**src/rtl/think_tag_stream_filter_macros.svh**
```systemverilog
// assertion macros shared by the think-tag filter rtl
// expects aclk, and for TTSF_ASSERT also aresetn, in the scope of every use
`ifndef THINK_TAG_STREAM_FILTER_MACROS_SVH
`define THINK_TAG_STREAM_FILTER_MACROS_SVH

// checked on every rising edge outside reset
`define TTSF_ASSERT(label, prop, msg) \
    label: assert property (@(posedge aclk) disable iff (!aresetn) prop) else $error(msg);

// checked on every rising edge, reset included
`define TTSF_ASSERT_ALWAYS(label, prop, msg) \
    label: assert property (@(posedge aclk) prop) else $error(msg);

`endif

```
**src/rtl/ttsf_pkg.sv**
```systemverilog
// types, request codes and tag characters of the think-tag stream filter
// used by ttsf_match, ttsf_emit and think_tag_stream_filter; no dependencies
package ttsf_pkg;

    localparam logic [1:0] REQ_TEXT    = 2'd0;
    localparam logic [1:0] REQ_FINISH  = 2'd1;
    localparam logic [1:0] REQ_DISCARD = 2'd2;

    localparam logic [3:0] OPEN_LEN  = 4'd7;
    localparam logic [3:0] CLOSE_LEN = 4'd8;

    localparam logic [7:0] CHR_LT    = 8'h3c;
    localparam logic [7:0] CHR_SPACE = 8'h20;
    localparam logic [7:0] CHR_CR    = 8'h0d;
    localparam logic [7:0] CHR_LF    = 8'h0a;

    typedef struct packed {
        logic [1:0] req_type;
        logic [7:0] data_byte;
    } in_t;

    typedef struct packed {
        logic [7:0] out_byte;
        logic       byte_valid;
        logic       last;
        logic       end_of_response;
    } out_t;

    // what one input beat must emit: replayed open-tag prefix, then an
    // optional pass-through byte; fin marks a finish request
    typedef struct packed {
        logic [2:0] rep_cnt;
        logic       tail_valid;
        logic [7:0] tail_byte;
        logic       fin;
    } desc_t;

    // "<think>"
    function automatic logic [7:0] open_char(input logic [2:0] idx);
        logic [7:0] c;
        case (idx)
            3'd0:    c = 8'h3c;
            3'd1:    c = 8'h74;
            3'd2:    c = 8'h68;
            3'd3:    c = 8'h69;
            3'd4:    c = 8'h6e;
            3'd5:    c = 8'h6b;
            3'd6:    c = 8'h3e;
            default: c = 8'h00;
        endcase
        return c;
    endfunction

    // "</think>"
    function automatic logic [7:0] close_char(input logic [2:0] idx);
        logic [7:0] c;
        case (idx)
            3'd0:    c = 8'h3c;
            3'd1:    c = 8'h2f;
            3'd2:    c = 8'h74;
            3'd3:    c = 8'h68;
            3'd4:    c = 8'h69;
            3'd5:    c = 8'h6e;
            3'd6:    c = 8'h6b;
            3'd7:    c = 8'h3e;
            default: c = 8'h00;
        endcase
        return c;
    endfunction

endpackage

```
**src/rtl/ttsf_match.sv**
```systemverilog
// tag matcher: block/match/skip state and the emit descriptor of each beat
// depends on ttsf_pkg and think_tag_stream_filter_macros.svh
`include "think_tag_stream_filter_macros.svh"

module ttsf_match (
    input  logic             aclk,
    input  logic             aresetn,
    input  logic             s_valid,
    output logic             s_ready,
    input  ttsf_pkg::in_t    s_payload,
    output logic             d_valid,
    input  logic             d_ready,
    output ttsf_pkg::desc_t  d_desc
);

    logic       inside_reg, inside_next;
    logic [2:0] match_reg, match_next;
    logic       skip_reg, skip_next;

    logic       s_fire;
    logic [2:0] m_eff;
    logic [7:0] pat_char;
    logic [3:0] tag_len;
    logic [3:0] m_inc;
    logic       is_ws;
    logic [7:0] b;

    assign s_ready = d_ready;
    assign s_fire  = s_valid && s_ready;
    assign b       = s_payload.data_byte;

    always_ff @(posedge aclk) begin
        if (!aresetn) begin
            inside_reg <= 1'b0;
            match_reg  <= 3'd0;
            skip_reg   <= 1'b0;
        end else begin
            inside_reg <= inside_next;
            match_reg  <= match_next;
            skip_reg   <= skip_next;
        end
    end

    always_comb begin
        // a full-length count outside a block is treated as empty
        m_eff    = (!inside_reg && match_reg == 3'd7) ? 3'd0 : match_reg;
        pat_char = inside_reg ? ttsf_pkg::close_char(m_eff) : ttsf_pkg::open_char(m_eff);
        tag_len  = inside_reg ? ttsf_pkg::CLOSE_LEN : ttsf_pkg::OPEN_LEN;
        m_inc    = {1'b0, m_eff} + 4'd1;
        is_ws    = (b == ttsf_pkg::CHR_SPACE) || (b == ttsf_pkg::CHR_CR) ||
                   (b == ttsf_pkg::CHR_LF);

        inside_next = inside_reg;
        match_next  = match_reg;
        skip_next   = skip_reg;
        d_desc      = '0;
        d_valid     = 1'b0;

        if (s_fire) begin
            case (s_payload.req_type)
                ttsf_pkg::REQ_DISCARD: begin
                    inside_next = 1'b0;
                    match_next  = 3'd0;
                    skip_next   = 1'b0;
                end
                ttsf_pkg::REQ_FINISH: begin
                    d_desc.rep_cnt = inside_reg ? 3'd0 : m_eff;
                    d_desc.fin     = 1'b1;
                    d_valid        = 1'b1;
                    inside_next    = 1'b0;
                    match_next     = 3'd0;
                    skip_next      = 1'b0;
                end
                ttsf_pkg::REQ_TEXT: begin
                    if (!(skip_reg && is_ws)) begin
                        skip_next = 1'b0;
                        if (b == pat_char) begin
                            if (m_inc == tag_len) begin
                                inside_next = !inside_reg;
                                match_next  = 3'd0;
                                if (inside_reg) begin
                                    skip_next = 1'b1;
                                end
                            end else begin
                                match_next = m_inc[2:0];
                            end
                        end else begin
                            // held prefix is replayed outside, dropped inside
                            d_desc.rep_cnt = inside_reg ? 3'd0 : m_eff;
                            if (b == ttsf_pkg::CHR_LT) begin
                                match_next = 3'd1;
                            end else begin
                                match_next        = 3'd0;
                                d_desc.tail_valid = !inside_reg;
                                d_desc.tail_byte  = b;
                            end
                            d_valid = (d_desc.rep_cnt != 3'd0) || d_desc.tail_valid;
                        end
                    end
                end
                default: begin
                end
            endcase
        end
    end

    `TTSF_ASSERT(a_open_count, !inside_reg |-> match_reg != 3'd7, "open-tag count reached tag length")
    `TTSF_ASSERT(a_skip_outside, skip_reg |-> !inside_reg, "whitespace skip active inside a block")
    `TTSF_ASSERT(a_finish_clears, s_fire && s_payload.req_type == ttsf_pkg::REQ_FINISH |=> !inside_reg && match_reg == 3'd0 && !skip_reg, "state not cleared after finish")

endmodule

```
**src/rtl/ttsf_emit.sv**
```systemverilog
// result sequencer: expands a descriptor into output beats, one per cycle while the output is not stalled
// depends on ttsf_pkg and think_tag_stream_filter_macros.svh
`include "think_tag_stream_filter_macros.svh"

module ttsf_emit (
    input  logic             aclk,
    input  logic             aresetn,
    input  logic             d_valid,
    output logic             d_ready,
    input  ttsf_pkg::desc_t  d_desc,
    output logic             m_valid,
    input  logic             m_ready,
    output ttsf_pkg::out_t   m_payload
);

    logic            cur_valid_reg, cur_valid_next;
    ttsf_pkg::desc_t cur_reg;
    logic [2:0]      idx_reg, idx_next;
    logic            m_valid_reg;
    ttsf_pkg::out_t  m_data_reg, m_data_next;

    logic       out_load;
    logic [2:0] sum_cnt;
    logic [2:0] total;
    logic       beat_last;
    logic       emit;
    logic       in_rep;

    assign out_load  = !m_valid_reg || m_ready;
    assign sum_cnt   = cur_reg.rep_cnt + {2'b00, cur_reg.tail_valid};
    // a finish with nothing held still sends one empty beat
    assign total     = (sum_cnt == 3'd0) ? 3'd1 : sum_cnt;
    assign beat_last = (idx_reg == total - 3'd1);
    assign emit      = cur_valid_reg && out_load;
    assign d_ready   = !cur_valid_reg || (emit && beat_last);
    assign in_rep    = idx_reg < cur_reg.rep_cnt;

    always_comb begin
        cur_valid_next = cur_valid_reg;
        idx_next       = idx_reg;
        if (d_valid && d_ready) begin
            cur_valid_next = 1'b1;
            idx_next       = 3'd0;
        end else if (emit) begin
            if (beat_last) begin
                cur_valid_next = 1'b0;
            end else begin
                idx_next = idx_reg + 3'd1;
            end
        end

        m_data_next.out_byte        = in_rep ? ttsf_pkg::open_char(idx_reg) :
                                      (cur_reg.tail_valid ? cur_reg.tail_byte : 8'h00);
        m_data_next.byte_valid      = in_rep || cur_reg.tail_valid;
        m_data_next.last            = beat_last;
        m_data_next.end_of_response = beat_last && cur_reg.fin;
    end

    always_ff @(posedge aclk) begin
        if (!aresetn) begin
            cur_valid_reg <= 1'b0;
            idx_reg       <= 3'd0;
            m_valid_reg   <= 1'b0;
        end else begin
            cur_valid_reg <= cur_valid_next;
            idx_reg       <= idx_next;
            if (out_load) begin
                m_valid_reg <= cur_valid_reg;
            end
        end
    end

    always_ff @(posedge aclk) begin
        if (d_valid && d_ready) begin
            cur_reg <= d_desc;
        end
        if (out_load) begin
            m_data_reg <= m_data_next;
        end
    end

    assign m_valid   = m_valid_reg;
    assign m_payload = m_data_reg;

    `TTSF_ASSERT(a_idx_range, cur_valid_reg |-> idx_reg < total, "beat index past descriptor end")
    `TTSF_ASSERT(a_eor_last, m_valid_reg && m_data_reg.end_of_response |-> m_data_reg.last, "end of response without last")
    `TTSF_ASSERT(a_empty_beat, m_valid_reg && !m_data_reg.byte_valid |-> m_data_reg.end_of_response && m_data_reg.out_byte == 8'h00, "empty beat outside finish")

endmodule

```
**src/rtl/think_tag_stream_filter.sv**
```systemverilog
// think-tag stream filter top level: matcher feeding the result sequencer
// depends on ttsf_pkg, ttsf_match and ttsf_emit
//
//  channel  ports                          beat
//  s_       s_valid s_ready s_payload      req_type, data_byte
//  m_       m_valid m_ready m_payload      out_byte, byte_valid, last, end_of_response
//
// an accepted beat's descriptor is registered in the sequencer; its first result then passes to the output register
// a beat with n results (1 to 7) holds s_ready low until its last result is issued; a beat with none passes freely
// plain text passes at one byte per cycle while the output is not stalled; only tag-prefix replays take longer
// aresetn is synchronous and clears tag state, sequencer and output valid
// m_ready low holds the output register and, once the sequencer is full, s_ready

module think_tag_stream_filter (
    input  logic            aclk,
    input  logic            aresetn,
    input  logic            s_valid,
    output logic            s_ready,
    input  ttsf_pkg::in_t   s_payload,
    output logic            m_valid,
    input  logic            m_ready,
    output ttsf_pkg::out_t  m_payload
);

    logic            d_valid;
    logic            d_ready;
    ttsf_pkg::desc_t d_desc;

    ttsf_match u_match (
        .aclk      (aclk),
        .aresetn   (aresetn),
        .s_valid   (s_valid),
        .s_ready   (s_ready),
        .s_payload (s_payload),
        .d_valid   (d_valid),
        .d_ready   (d_ready),
        .d_desc    (d_desc)
    );

    ttsf_emit u_emit (
        .aclk      (aclk),
        .aresetn   (aresetn),
        .d_valid   (d_valid),
        .d_ready   (d_ready),
        .d_desc    (d_desc),
        .m_valid   (m_valid),
        .m_ready   (m_ready),
        .m_payload (m_payload)
    );

endmodule

```
**config.mk**
```make
export PLATFORM = sky130hd
export DESIGN_NAME = think_tag_stream_filter
export DESIGN_NICKNAME = d
export VERILOG_FILES = /design/src/rtl/ttsf_pkg.sv /design/src/rtl/ttsf_match.sv /design/src/rtl/ttsf_emit.sv /design/src/rtl/think_tag_stream_filter.sv
export VERILOG_INCLUDE_DIRS = /design/src /design/src/rtl
export SDC_FILE = /design/constraint.sdc
export NUM_CORES = 1
export LEC_CHECK = 0
export BUFFER_PORTS_ARGS = -buffer_cell sky130_fd_sc_hd__buf_2
export CORE_ASPECT_RATIO = 0.5
export CORE_MARGIN = 2
export CORE_UTILIZATION = 63
export CTS_CLUSTER_DIAMETER = 80
export DETAILED_ROUTE_END_ITERATION = 7
export PLACE_DENSITY = 0.95
export SLEW_MARGIN = 15
export SYNTH_ARGS = -nofsm -noshare
export SYNTH_HDL_FRONTEND = slang
export SYNTH_SLANG_ARGS = --single-unit
```
**constraint.sdc**
```tcl
create_clock -name aclk -period 12.14 [get_ports aclk]
set_clock_uncertainty 0.1 [all_clocks]
set_input_delay 1.821 -clock aclk [delete_from_list [all_inputs] [get_ports aclk]]
set_output_delay 1.821 -clock aclk [all_outputs]
set_load 0.005 [all_outputs]
```
==> results of run 1 <==
logic make-up after synthesis:
group           after synthesis  share of synthesized area (%)
mux                           2                          0.876
simple gates                109                           24.4
buf+inv                      26                           4.48
compound gates               65                           19.3
xor+xnor                     12                           4.33
fa+ha+maj                    17                           8.76
flops                        34                           37.9
path summary, 6_finish.rpt:
kind                      start                 to  slack, ns  cells past startpoint
min reg2reg    u_match.skip_reg   u_match.skip_reg       0.40                      2
max reg2reg  u_match.inside_reg  u_emit.cur_reg[7]       7.99                     11
min            u_match.skip_reg   u_match.skip_reg       0.40                      2
max           u_emit.cur_reg[9]            s_ready       7.38                     11
metal layers:
metal  routed length, microns  up-vias
li1                         -     1020
met1                     2340      994
met3                      368       16
met5                        0        -
met4                      127        0
met2                     2710      100
power groups by stage:
stage / Sequential, mW / Combinational (mW) / Clock (mW)
floorplan: 0.143 / 0.0293 / 0
finish: 0.141 / 0.0489 / 0.105
global placement: 0.142 / 0.0443 / 0
global route: 0.142 / 0.0540 / 0.109
CTS: 0.141 / 0.0480 / 0.105
detailed placement: 0.143 / 0.0464 / 0
cell type report:
class | instances | area [sq um]
well taps | 51 | 63.8
fillers | 234 | 871
multi-input cells | 205 | 1400
clock inverters | 3 | 45.0
repair buffers | 27 | 138
clock buffers | 5 | 68.8
inverters | 16 | 60.1
flip-flops and latches | 34 | 921
stage by stage:
stage | hold WS [ns] | cells
final | 0.404 | 341
after global routing | 0.428 | 341
after CTS | 0.397 | 341
after detailed placement | 0.386 | 333
after global placement | 0.369 | 333
after floorplan | 0.331 | 265
tightest hold or removal path: stages, from the launching register on:
cell	delay, ns
dfxtp_1	0.33
nand2_1	0.06
a21oi_1	0.06
cells in the final DEF, fill, tap and decap left out, types with 6 or more instances in the layout:
cell type  netlist  layout
nand2_1         26      26
buf_2            9      26
edfxtp_1        24      24
a21oi_1         17      17
ha_1            17      17
inv_1           15      15
nor3_1          15      15
dfxtp_1         10      10
nor2_1           9       9
o21ai_0          8       8
and3_1           8       8
and2_1           8       8
nor2b_1          7       7
nand3_1          7       7
xor2_1           6       6
xnor2_1          6       6
o31ai_1          6       6
==> out/metrics.csv, run 1 <==
metric,value,unit
Async SR Flop Fraction,0,%
clock buffer depth,2,
CP Class,flip-flop to output pin,
TritonRoute pass-1 iters,5,
Resize count post-CTS,0,
post-synth net total,296,
first-pass GRT wire length,8830,microns
starting DRC count in detailed routing,137,
clk sinks,34,
CTS Buf Count,5,
GP Congestion,0.860,
Std-Cell Rows,15,
Hold Path Class,flip-flop to flip-flop,
num ports,27,
Slew headroom,53.0,%
"most used cell, CP",ha_1,
total wire length,5550,microns
Tot Pwr,0.294,mW
layout cell share with drive strength beyond 1,15.9,%
DRC Markers,0,
DP Area,0.00258,sq mm
Sw Pwr,0.0771,mW
Max Slew Vio Count,0,
register area share after synthesis,37.9,%
nets,320,
htree depth,2,
Int Pwr,0.217,mW
CP Capture Type,output pin,
"Clk Latency, worst-skew pair",0.29,ns
PD cells,109,mW/mm^2
share of the synthesized area in the top cell type,29.7,%
Clk pwr share,35.6,%
Die ar.,0.00440,sq mm
"Hold-fix buffers, CTS",0,
"count leader, synth",nand2_1,
Synth top cells by count,"26 x nand2_1, 24 x edfxtp_1, 17 x a21oi_1, 17 x ha_1",
global routing usage on met2,48.7,%
syn_area_per_cell,9.16,sq um
Die Span X,91.8,microns
met3 Usage GRT,5.67,%
root cell of the clock tree,clkbuf_8,
Worst EP arrival,2.83,ns
pin count of the biggest net entering global routing,21,
CP Launch Type,flip-flop,
crit path buf inv count,1,
Die H,47.9,microns
Wirelength per Cell,16.3,microns
family with the most delay on the worst path,adder cells,
gr usage total,26.6,%
fmax,210,MHz
worst vdd ir,0.0000544,V
initial antenna violation count,0,
n_diodes,0,
GR Util met1,32.3,%
Post-CTS Setup Repair Bufs,0,
Vias/cell,6.25,
final setup fails,0,
Initial Utilization,68.1,%
fin crit period,4.76,ns
dominant cell type by area after synthesis,edfxtp_1,
Synth Register Bits,34,
Antenna Nets Post-Route,0,
"Top FF cell, synth",edfxtp_1,
count of different cell masters after synthesis,55,
port bufs,26,
vias in the first global route,1934,
Flop pwr share,47.8,%
switching part of the total,26.2,%
fin crit share,39.2,%
Vias,2130,
"EDFF count, synth",24,
Synth Instances,265,
global route hottest layer,met2,
RSZ-0062 raised after global routing,false,
final hold vios,0,
CTS clock-pin slew for the worst setup and hold paths,0.07,ns
Comb power frac,16.6,%
CP Cell Sequence,ha_1 -> ha_1 -> xnor2_1 -> a21oi_1 -> ha_1 -> xor2_1 -> xnor2_1 -> nor2_1 -> and2_1 -> a21o_1 -> buf_2,
slowest CP cell,edfxtp_1,
CTS tree,built,
Post-Syn Area,0.00243,sq mm
fin area,0.00270,sq mm
setup tns final,0,ns
Required @ worst endpoint,10.22,ns
LEAKAGE,1.11,nW
area grow syn2layout,11.0,%
final setup margin,7.38,ns
Crit Path Max Fanout,8,
Setup WS pre-CTS,7.42,ns
core box area,0.00357,sq mm
fin util,75.6,%
Max stage delay on crit path,0.50,ns
gr ovfl total,0,
HPWL after DPL,3810,microns
status,finished clean,
dominant cells by area after synthesis,"edfxtp_1 30%, ha_1 8.8%, dfxtp_1 8.2%",
YS warnings,0,
# Max-Cap Violations,0,
max FFs per register,13,
measured slew at the worst slew-check pin,0.700,ns
(Power assumes the default switching activity.)
==> inputs of run 2 (changes only) <==
--- a/config.mk
+++ b/config.mk
@@ -6,13 +6,14 @@
 export SDC_FILE = /design/constraint.sdc
 export NUM_CORES = 1
 export LEC_CHECK = 0
+export ABC_AREA = 1
 export BUFFER_PORTS_ARGS = -buffer_cell sky130_fd_sc_hd__buf_2
 export CORE_ASPECT_RATIO = 0.5
 export CORE_MARGIN = 2
-export CORE_UTILIZATION = 63
+export CORE_UTILIZATION = 53
 export CTS_CLUSTER_DIAMETER = 80
 export DETAILED_ROUTE_END_ITERATION = 7
-export PLACE_DENSITY = 0.95
+export PLACE_DENSITY = 0.87
 export SLEW_MARGIN = 15
 export SYNTH_ARGS = -nofsm -noshare
 export SYNTH_HDL_FRONTEND = slang
==> constraint.sdc (replaced) <==
create_clock -name aclk -period 4.3 [get_ports aclk]
set_clock_uncertainty 0.1 [all_clocks]
set_input_delay 0.645 -clock aclk [delete_from_list [all_inputs] [get_ports aclk]]
set_output_delay 0.645 -clock aclk [all_outputs]
set_load 0.005 [all_outputs]
==> run 2 against run 1 <==
Clock power grew to 2.8 times the previous value. Synthesized cell count is 12% higher. Utilization is 15 points lower. Register-to-register slack worse by 7.3 ns. Flip-flop and latch count stayed put. Combinational power grew to 4.2 times the previous value. Largest cell class unchanged.
==> out/metrics.csv, run 2 <==
metric,value,unit
Die H,51.2,microns
area grow syn2layout,12.1,%
CP Cell Sequence,ha_1 -> ha_1 -> xor2_1 -> o21ai_1 -> inv_1 -> ha_1 -> xor2_1 -> or2_1 -> a21oi_1 -> nand2_1 -> o21ai_2 -> nand2_1 -> nor2_1 -> nand3_4 -> nand2_1,
fillcell total,349,
gr usage total,21.3,%
max FFs per register,13,
fmax,274,MHz
first-pass GRT wire length,8510,microns
LEAKAGE,1.26,nW
RSZ-0062 raised after global routing,false,
count of different cell masters after synthesis,39,
status,finished clean,
fin area,0.00265,sq mm
"count leader, synth",nand2_1,
Max Slew Vio Count,0,
reg2reg setup slack,0.65,ns
family with the most delay on the worst path,simple AND/OR/NAND/NOR gates,
HPWL after DPL,3940,microns
Die Span X,98.4,microns
CP Class,flip-flop to flip-flop,
worst vdd ir,0.000140,V
GP Congestion,0.950,
# Max-Cap Violations,0,
hold path cells,2,
Initial Utilization,54.4,%
dominant cells by area after synthesis,"edfxtp_1 31%, nand2_1 9.2%, ha_1 9.0%",
Slew headroom,65.4,%
Required @ worst endpoint,4.14,ns
setup tns final,0,ns
dominant cell type by area after synthesis,edfxtp_1,
share of the synthesized area in the top cell type,30.5,%
"Hold-fix buffers, CTS",0,
Hold Path Class,flip-flop to flip-flop,
n_diodes,0,
htree depth,2,
clk sinks,34,
Crit Path Max Fanout,13,
Max stage delay on crit path,0.39,ns
Die ar.,0.00504,sq mm
root cell of the clock tree,clkbuf_8,
port bufs,26,
worst r2r dst,u_emit.cur_reg[1],
min-delay src,u_match.skip_reg,
fin util,61.0,%
"Top FF cell, synth",edfxtp_1,
pin count of the biggest net entering global routing,14,
total wire length,5270,microns
TritonRoute pass-1 iters,5,
CP Launch Type,flip-flop,
syn_area_per_cell,7.95,sq um
Synth Instances,297,
Synth top cells by count,"58 x nand2_1, 41 x inv_1, 27 x nor2_1",
"most common cell after layout, fill and taps aside",nand2_1,
reg2reg path depth,15,
starting DRC count in detailed routing,216,
Async SR Flop Fraction,0,%
fin crit period,3.65,ns
worst hold margin,0.402,ns
clock buffer depth,2,
Post-CTS Setup Repair Bufs,0,
"EDFF count, synth",24,
Hold Path End,u_match.skip_reg,
DP Area,0.00253,sq mm
register area share after synthesis,39.0,%
Worst EP arrival,3.48,ns
final setup fails,0,
post-synth net total,328,
Vias,2133,
fin crit share,84.8,%
Setup WS pre-CTS,0.755,ns
DRC Markers,0,
measured slew at the worst slew-check pin,0.519,ns
Antenna Nets Post-Route,0,
"Clk Latency, worst-skew pair",0.29,ns
CTS tree,built,
CTS clock-pin slew for the worst setup and hold paths,0.07,ns
vias in the first global route,2002,
FF-to-FF Start,u_emit.cur_reg[9],
num ports,27,
CTS Buf Count,5,
initial antenna violation count,0,
gr ovfl total,0,
Resize count post-CTS,0,
Vias/cell,5.57,
Synth Register Bits,34,
Wirelength per Cell,13.8,microns
YS warnings,0,
crit path buf inv count,1,
Post-Syn Area,0.00236,sq mm
layout cell share with drive strength beyond 1,17.5,%
most frequent cells in the layout,"58 x nand2_1, 41 x inv_1, 27 x nor2_1",
PD cells,341,mW/mm^2
Std-Cell Rows,17,
nets,356,
final setup margin,0.654,ns
CP Capture Type,flip-flop,
slowest CP cell,edfxtp_1,
final hold vios,0,
core box area,0.00434,sq mm
run 2: cell count changes after synthesis, moves of 8 or more:
cell,before,now
inv_1,15,41
nand2_1,26,58
nand3_1,7,26
nor2_1,9,27
nor3_1,15,7
run 2: how the worst max path moves through the flow:
stage | slack [ns] | depth (start not counted) | from | to
after global placement | 0.92 | 15 | u_emit.cur_reg[9] | u_emit.cur_reg[7]
after detailed placement | 0.75 | 15 | u_emit.cur_reg[9] | u_emit.cur_reg[6]
after floorplan | 1.10 | 15 | u_emit.cur_reg[9] | u_emit.cur_reg[0]
final | 0.65 | 15 | u_emit.cur_reg[9] | u_emit.cur_reg[1]
after global routing | 0.43 | 15 | u_emit.cur_reg[10] | u_emit.cur_reg[0]
after CTS | 0.71 | 15 | u_emit.cur_reg[9] | u_emit.cur_reg[0]
run 2: worst register-to-register path, stage by stage, from the launching register on:
cell	delay, ns
edfxtp_1	0.39
ha_1	0.22
ha_1	0.19
xor2_1	0.17
o21ai_1	0.24
inv_1	0.09
ha_1	0.21
xor2_1	0.15
or2_1	0.23
a21oi_1	0.16
nand2_1	0.14
o21ai_2	0.21
nand2_1	0.11
nor2_1	0.20
nand3_4	0.11
nand2_1	0.38
run 2: where the power goes:
group	switching, mW	internal, mW	total [mW]
Clock	0.118	0.172	0.291
Sequential	0.0185	0.387	0.405
Combinational	0.133	0.0745	0.207
run 2: layout make-up:
cell class,instances,area (sq um),area share (%)
flip-flops and latches,34,921,34.8
well taps,57,71.3,2.69
repair buffers,26,130,4.91
clock buffers,5,68.8,2.60
inverters,47,179,6.75
clock inverters,3,45.0,1.70
multi-input cells,211,1230,46.6
run 2: kinds of logic after synthesis:
group,count (synthesis),share of synthesized area (%)
AND/OR/NAND/NOR,142,29.3
buffers and inverters,52,8.79
AO/OA/AOI/OAI,45,11.0
flip-flops,34,39.0
adder cells (fa/ha/maj),17,9.00
XOR/XNOR,7,2.91
run 2: routing by layer:
metal / share of wire [%] / vias up / wire (microns) / track usage, %
met5: 0 / - / 0 / 0
met4: 4.2 / 0 / 222 / 11.2
met3: 5.2 / 27 / 275 / 3.69
met2: 49 / 101 / 2600 / 40.2
met1: 41 / 963 / 2180 / 23.3
li1: - / 1042 / - / -
run 2: per-stage QoR:
step / power, mW / cells
after floorplan: 0.551 / 297
after global placement: 0.603 / 375
after detailed placement: 0.612 / 375
after CTS: 0.901 / 383
after global routing: 0.941 / 383
final: 0.903 / 383
==> inputs of run 3 (changes only) <==
--- a/config.mk
+++ b/config.mk
@@ -10,10 +10,10 @@
 export BUFFER_PORTS_ARGS = -buffer_cell sky130_fd_sc_hd__buf_2
 export CORE_ASPECT_RATIO = 0.5
 export CORE_MARGIN = 2
-export CORE_UTILIZATION = 53
+export CORE_UTILIZATION = 59
 export CTS_CLUSTER_DIAMETER = 80
 export DETAILED_ROUTE_END_ITERATION = 7
-export PLACE_DENSITY = 0.87
+export PLACE_DENSITY = 0.91
 export SLEW_MARGIN = 15
 export SYNTH_ARGS = -nofsm -noshare
 export SYNTH_HDL_FRONTEND = slang
==> constraint.sdc (replaced) <==
create_clock -name aclk -period 3.4 [get_ports aclk]
set_clock_uncertainty 0.1 [all_clocks]
set_input_delay 0.51 -clock aclk [delete_from_list [all_inputs] [get_ports aclk]]
set_output_delay 0.51 -clock aclk [all_outputs]
set_load 0.005 [all_outputs]
==> run 3 against run 2 <==
Flip-flop and latch count unchanged. Utilization grew 9.7 points. Combinational power is 41% higher. Count of clock-buffer cells in the layout increased by 1. Clock power grew 7.6%. Sequential share of layout area down 1.1 points. Register-to-register slack got worse by 0.60 ns. Via count is 2.7% higher. Hold slack got worse by 0.0015 ns. Routed wire length rose by 8.3%. Critical endpoint is now s_ready.
==> out/metrics.csv, run 3 (synthesis results as in run 2) <==
metric,value,unit
initial antenna violation count,0,
Required @ worst endpoint,2.79,ns
min-delay src,u_match.skip_reg,
LEAKAGE,1.31,nW
Antenna Nets Post-Route,0,
gr ovfl total,0,
Die ar.,0.00456,sq mm
final setup fails,0,
PD cells,408,mW/mm^2
fin crit share,98.9,%
Hold Path Class,flip-flop to flip-flop,
reg2reg path depth,15,
GP Congestion,0.897,
"most common cell after layout, fill and taps aside",nand2_1,
CTS tree,built,
CTS clock-pin slew for the worst setup and hold paths,0.07,ns
FF-to-FF Start,u_emit.cur_reg[9],
fmax,297,MHz
fin area,0.00273,sq mm
Die H,48.7,microns
hold path cells,2,
TritonRoute pass-1 iters,5,
CP Launch Type,flip-flop,
worst vdd ir,0.000182,V
CP Capture Type,output pin,
core box area,0.00386,sq mm
Worst EP arrival,2.75,ns
Crit Path Max Fanout,4,
Die Span X,93.5,microns
Layout Cells excl Fill,391,
Inst Count DP,378,
status,finished clean,
first-pass GRT wire length,9130,microns
measured slew at the worst slew-check pin,0.499,ns
Vias,2191,
# Max-Cap Violations,0,
area grow syn2layout,15.7,%
Initial Utilization,61.1,%
starting DRC count in detailed routing,212,
num ports,27,
Vias/cell,5.60,
most frequent cells in the layout,"56 x nand2_1, 41 x inv_1, 27 x nor2_1",
CTS Buf Count,5,
Wirelength per Cell,14.6,microns
Max Slew Vio Count,0,
root cell of the clock tree,clkbuf_8,
layout cell share with drive strength beyond 1,21.4,%
max FFs per register,13,
gr usage total,25.9,%
"Hold-fix buffers, CTS",0,
clock buffer depth,2,
DP Area,0.00258,sq mm
Slew headroom,65.9,%
Hold Path End,u_match.skip_reg,
port bufs,26,
htree depth,2,
pin count of the biggest net entering global routing,14,
"Clk Latency, worst-skew pair",0.29,ns
total wire length,5710,microns
nets,367,
reg2reg setup slack,0.05,ns
DRC Markers,0,
fin crit period,3.36,ns
setup tns final,0,ns
CP Class,flip-flop to output pin,
worst r2r dst,u_emit.cur_reg[1],
Std-Cell Rows,16,
HPWL after DPL,4210,microns
final hold vios,0,
vias in the first global route,2088,
n_diodes,0,
clk sinks,34,
run 3: cell count changes in the layout (fill, tap and decap cells not counted):
cell	delta
bufinv_16	-1
nand2_4	+1
nand2_2	+1
buf_4	+11
clkinvlp_4	-1
clkinv_2	+1
nand2_1	-2
a21oi_2	+1
clkbuf_8	+1
o21ai_4	+1
a21oi_1	-1
o21ai_1	-1
run 3: how the worst max path moves through the flow:
stage,from,endpoint,cells after the start
2_1_floorplan,u_emit.cur_reg[9],u_emit.cur_reg[0],15
3_3_place_gp,u_emit.cur_reg[9],u_emit.cur_reg[1],15
3_5_place_dp,u_emit.cur_reg[9],u_emit.cur_reg[0],15
4_1_cts,u_emit.cur_reg[9],s_ready,12
5_1_grt,u_emit.cur_reg[9],s_ready,12
6_report,u_emit.cur_reg[9],s_ready,12
run 3: power by group:
part / switching (mW) / leakage [nW] / total, mW / internal, mW
Clock: 0.151 / 0.0472 / 0.313 / 0.163
Sequential: 0.0210 / 0.326 / 0.510 / 0.489
Combinational: 0.182 / 0.939 / 0.292 / 0.111
Total: 0.353 / 1.31 / 1.12 / 0.762
run 3: per-layer routing:
layer | track usage [%] | vias up | wire, microns
met4 | 8.09 | 0 | 165
met2 | 48.9 | 115 | 2900
met1 | 28.3 | 994 | 2210
met5 | 0 | - | 0
li1 | - | 1064 | -
met3 | 6.85 | 18 | 430
run 3: through the flow:
step	power (mW)	setup slack [ns]	hold slack, ns	util [%]
after global placement	0.767	0.0961	0.379	66.7
after global routing	1.18	-0.106	0.418	70.8
after detailed placement	0.783	-0.189	0.386	66.7
after CTS	1.09	0.00984	0.388	69.3
after floorplan	0.697	0.202	0.345	-
final	1.12	0.0378	0.400	70.8
run 3: repair_timing:
action | in CTS | in global routing
pin swaps | 0 | 3
endpoints found under the setup margin | 13 | 29
gates resized for setup | 2 | 4
setup buffers | 0 | 5
endpoints found under the hold margin | 0 | 0
run 3: final cells by class:
| type | count | area, sq um |
|---|---|---|
| Clock buffer | 6 | 82.6 |
| Clock inverter | 2 | 12.5 |
| Fill cell | 275 | 1130 |
| Inverter | 47 | 179 |
| Multi-Input combinational cell | 211 | 1260 |
| Sequential cell | 34 | 921 |
| Tap cell | 54 | 67.6 |
| Timing Repair Buffer | 37 | 213 |
run 3: critical path, cell delays in order, from the launching register on:
cell and delay (ns):
edfxtp_1 0.41, ha_1 0.23, ha_1 0.22, xor2_1 0.18, o21ai_2 0.18, inv_1 0.07
ha_1 0.20, xor2_1 0.15, or2_1 0.24, a21oi_2 0.14, nand2_2 0.10, o21ai_4 0.20
buf_2 0.15
